--- config.mk ---
export PLATFORM = sky130hd
export DESIGN_NAME = rdib_mul
export DESIGN_NICKNAME = d
export VERILOG_FILES = /design/src/sv/rdib_mul.sv
export SDC_FILE = /design/constraint.sdc
export NUM_CORES = 1
export LEC_CHECK = 0
export BUFFER_PORTS_ARGS = -buffer_cell sky130_fd_sc_hd__clkbuf_2
export CAP_MARGIN = 10
export CORE_AREA = 4 4 228 230
export CTS_CLUSTER_SIZE = 16
export DETAILED_ROUTE_END_ITERATION = 8
export DIE_AREA = 0 0 232 234
export GPL_TIMING_DRIVEN = 0
export PLACE_DENSITY = 0.61
export SYNTH_ARGS = -nofsm -noshare
export SYNTH_HDL_FRONTEND = slang
export SYNTH_SLANG_ARGS = --single-unit
--- constraint.sdc ---
create_clock -name clk -period 8.29 [get_ports clk]
set_clock_uncertainty 0.15 [all_clocks]
set_input_delay 1.2435 -clock clk [delete_from_list [all_inputs] [get_ports clk]]
set_output_delay 1.2435 -clock clk [all_outputs]
set_load 0.1 [all_outputs]
--- src/sv/rdib_mul.sv ---
// ----------------------------------------------------------------------------
// rdib_mul
// Shared signed multiplier with a registered product, used for
// dequantization and for every idct multiply-accumulate.
// ----------------------------------------------------------------------------
module rdib_mul (
    input  logic               clk,
    input  logic               en,
    input  logic signed [30:0] a,
    input  logic signed [16:0] b,
    output logic signed [47:0] prod
);
    logic signed [47:0] prod_reg;

    // product register, loaded when a step uses the unit
    always_ff @(posedge clk)
    begin
        if (en)
        begin
            prod_reg <= a * b;
        end
    end

    assign prod = prod_reg;
endmodule

### After elaboration in Yosys (flattened, before gate mapping)

Index checks and enable logic that the tools add are counted.

| word-level totals | value |
|---|---|
| register bits | 48 |
| word-level logic and storage cells | 2 |

| operators by class | value |
|---|---|
| multipliers | 1 |

Operators by type and width:

| kind | count |
|---|---|
| $mul A31 B17 Y48 | 1 |

### Longest topological paths before layout

| depth | value |
|---|---|
| word-level depth | 1 |
| mapped depth | 24 |

### Least setup slack after synthesis

No wires, ideal clock.

| path | value |
|---|---|
| path kind | in2reg |
| from | in b[8] |
| to | reg prod_reg[41] (netlist: prod[41]), data pin |
| library setup time | 0.264 ns |
| arrival | 6.703 ns |
| data required time | 7.876 ns |
| path slack | 1.172 ns |
| cell stages on the path | 21 |
| buffers on the path | 1 |
| path through | clkbuf_1 -> nand2_1 -> fa_1 -> inv_1 -> fa_1 -> inv_1 -> fa_1 -> inv_1 -> fa_1 -> fa_1 -> inv_1 -> fa_1 -> inv_1 -> ha_1 -> nand4_1 -> or4_4 -> o21ai_4 -> a31oi_4 -> o41ai_4 -> o21bai_1 -> xnor2_1 |

| between the ends | value |
|---|---|
| longest elaborated chain between the ends | 1 |

RTL lines:

| item | line | text |
|---|---|---|
| start, declared | 10 | `input logic signed [16:0] b,` |
| $mul A31 B17 Y48 | 20 | `prod_reg <= a * b;` |
| end signal, assigned | 20 |  |
| end, declared | 13 | `logic signed [47:0] prod_reg;` |

Every way passes these cells.
A chain may end at the register's enable or synchronous reset.

### Final worst setup path

| path | value |
|---|---|
| from | in b[8] |
| to | reg prod_reg[45] (netlist: prod[45]), data pin |

Same word-level chain as after synthesis.

==> qor.txt <==
Status: finished, final reports clean
Most used DFF post-synth: edfxtp_1
Metal2 WL: 30000 µm
Dpl cells: 2854
Die footprint: 0.0543 mm²
Layout net count: 2856
Placed cell area: 0.0211 mm²
Core area: 0.0499 mm²
Routed WL: 59200 µm
Vias in the first global route: 16471
Worst-path clk slew: 0.07 ns
Max Slew Vio Count: 0
Die Ht: 234 µm
GRT Residual Overflow: 0
Vias/cell: 5.03
DRT Pass-1 Iters: 6
CTS HTree Levels: 2
Area grow syn2layout: 7.56%
Count of yosys warnings during synthesis: 0
Final non-filler cell total: 2862
#FFs+latches synth: 48
Post-route minimum period: 8.10 ns
Kind of cell adding the most delay to the critical path: adder cells
Ports: 98
Setup crit end kind: flop
Initial DRC Count: 862
M1 wire length: 22800 µm
Critical Path Fanout Max: 10
Worst min path class: input pin to flop
Cells after Synth: 2085
Number of synthesized flops with an enable pin: 48
Most common cell on crit path: fa_1
Leading area contributor after synthesis: fa_1
Total Routing Usage GR: 23.0%
# clock sinks: 48
Post-route ant nets: 0
Syn_area_per_cell: 9.48 µm²
Fraction of layout cells with a size suffix above 1: 5.80%
CP required: 8.19 ns
Hold Fails Final Rpt: 0
Die W: 232 µm
Post-synth top area share: 51.3%
Mapped Nets: 2754
TritonCTS Buffers: 5
Largest net degree at the start of global routing: 49
Routed vias: 14384
Hold Buf Count CTS: 0
Flip-flop count of the largest register after layout: 48
Unrepaired setup endpoints after global routing: no
Worst slew margin: 39.3%
Data arrival, critical path: 7.99 ns
Crit path cell chain: clkbuf_2, clkbuf_1, nand2_1, fa_1, inv_1, fa_1, fa_1, fa_1, fa_1, inv_1, fa_1, inv_1, ha_1, nand4_1, or4_4, o21ai_4, a31oi_4, o41ai_4, o22ai_2, xnor2_1
Drt wl/cell: 20.7 µm
CTS tree: built
Register area share after synthesis: 7.29%
Clock buffer depth: 2
Antenna violations before repair: 3
GP Congestion: 0.944
Port bufs: 97
Fmax: 0.124 GHz
Met3 wire len: 3810 µm
Post-Syn Area: 0.0198 mm²
Startpoint Class: input pin
Crit path kind: input pin to flop
Max capacitance violation total: 0
Commonest non-fill, non-tap cell in the layout: inv_1
Final period util: 97.7%
Synth cell types: 56
Worst Max-Slew Pin Slew: 0.910 ns
Max stage delay on crit path: 0.66 ns
Ys async rst share: 0%
WP buf/inv: 5
Max layer used: met4
Initial Utilization: 39.6%
First-pass GRT wire length: 94100 µm
Setup violators final: 0
Critical path's slowest cell: clkbuf_1
Post-DP HPWL: 50100 µm
# rows: 82
Commonest non-fill, non-tap cells in the layout: inv_1 (509), fa_1 (506), nand2_1 (292)
Synth top area cells: fa_1 (51%), inv_1 (9.7%), and2_1 (7.4%), edfxtp_1 (7.3%), ha_1 (7.2%)
Final instance area: 0.0213 mm²
DRC viols: 0
Clk root buf: clkbuf_16
## logic make-up after synthesis
| family | after synthesis | share of synthesized area [%] |
|---|---|---|
| AND/OR/NAND/NOR | 629 | 15.7 |
| buffers and inverters | 602 | 11.4 |
| AO/OA/AOI/OAI | 137 | 4.93 |
| flip-flops | 48 | 7.29 |
| XOR/XNOR | 50 | 2.22 |
| adder cells (fa/ha/maj) | 619 | 58.4 |
## final timing paths
path,start,to,slack [ns],cells past startpoint
max,b[8],prod[45]$_DFFE_PP_,0.19,20
min,en,prod[43]$_DFFE_PP_,1.32,1
## final cells by class
cell class,count,area [µm²]
diodes,2,5.00
plain buffers,90,348
clock buffers,5,125
clock inverters,3,18.8
fillers,5015,28600
inverters,509,1910
multi-input cells,1435,16100
flip-flops and latches,48,1440
well taps,672,841
repair buffers,98,505
## routing by layer
| metal | GRT usage, % | vias to the layer above |
|---|---|---|
| met3 | 4.39 | 121 |
| li1 | - | 6298 |
| met4 | 8.52 | 0 |
| met5 | 0 | - |
| met2 | 41.0 | 512 |
| met1 | 28.0 | 7453 |
## timing repair
action	4_1_cts	5_1_grt
setup buffers	0	0
gates resized for setup	0	19
endpoints found under the setup margin	0	7
## synthesized netlist by cell type (11+ instances only)
master    number
a21o_1        27
a21oi_1       40
and2_1       233
clkbuf_1      90
edfxtp_1      48
fa_1         506
ha_1         113
inv_1        509
nand2_1      292
nand2b_1      11
nand3_1       12
nor2_1        43
o21ai_0       16
xnor2_1       37
xor2_1        13
## stage by stage
step           setup TNS, ns  setup WS, ns  hold slack [ns]  util [%]
2_1_floorplan              0          1.17             1.21         -
3_3_place_gp          -0.198        -0.104             1.65      42.3
3_5_place_dp          -0.399        -0.154             1.64      42.3
4_1_cts                    0         0.154             1.32      42.6
5_1_grt                    0        0.0168             1.34      42.6
6_report                   0         0.195             1.32      42.6
Power is not shown: default switching activity piles up to over one toggle a cycle in this logic, so the estimate is an artifact.
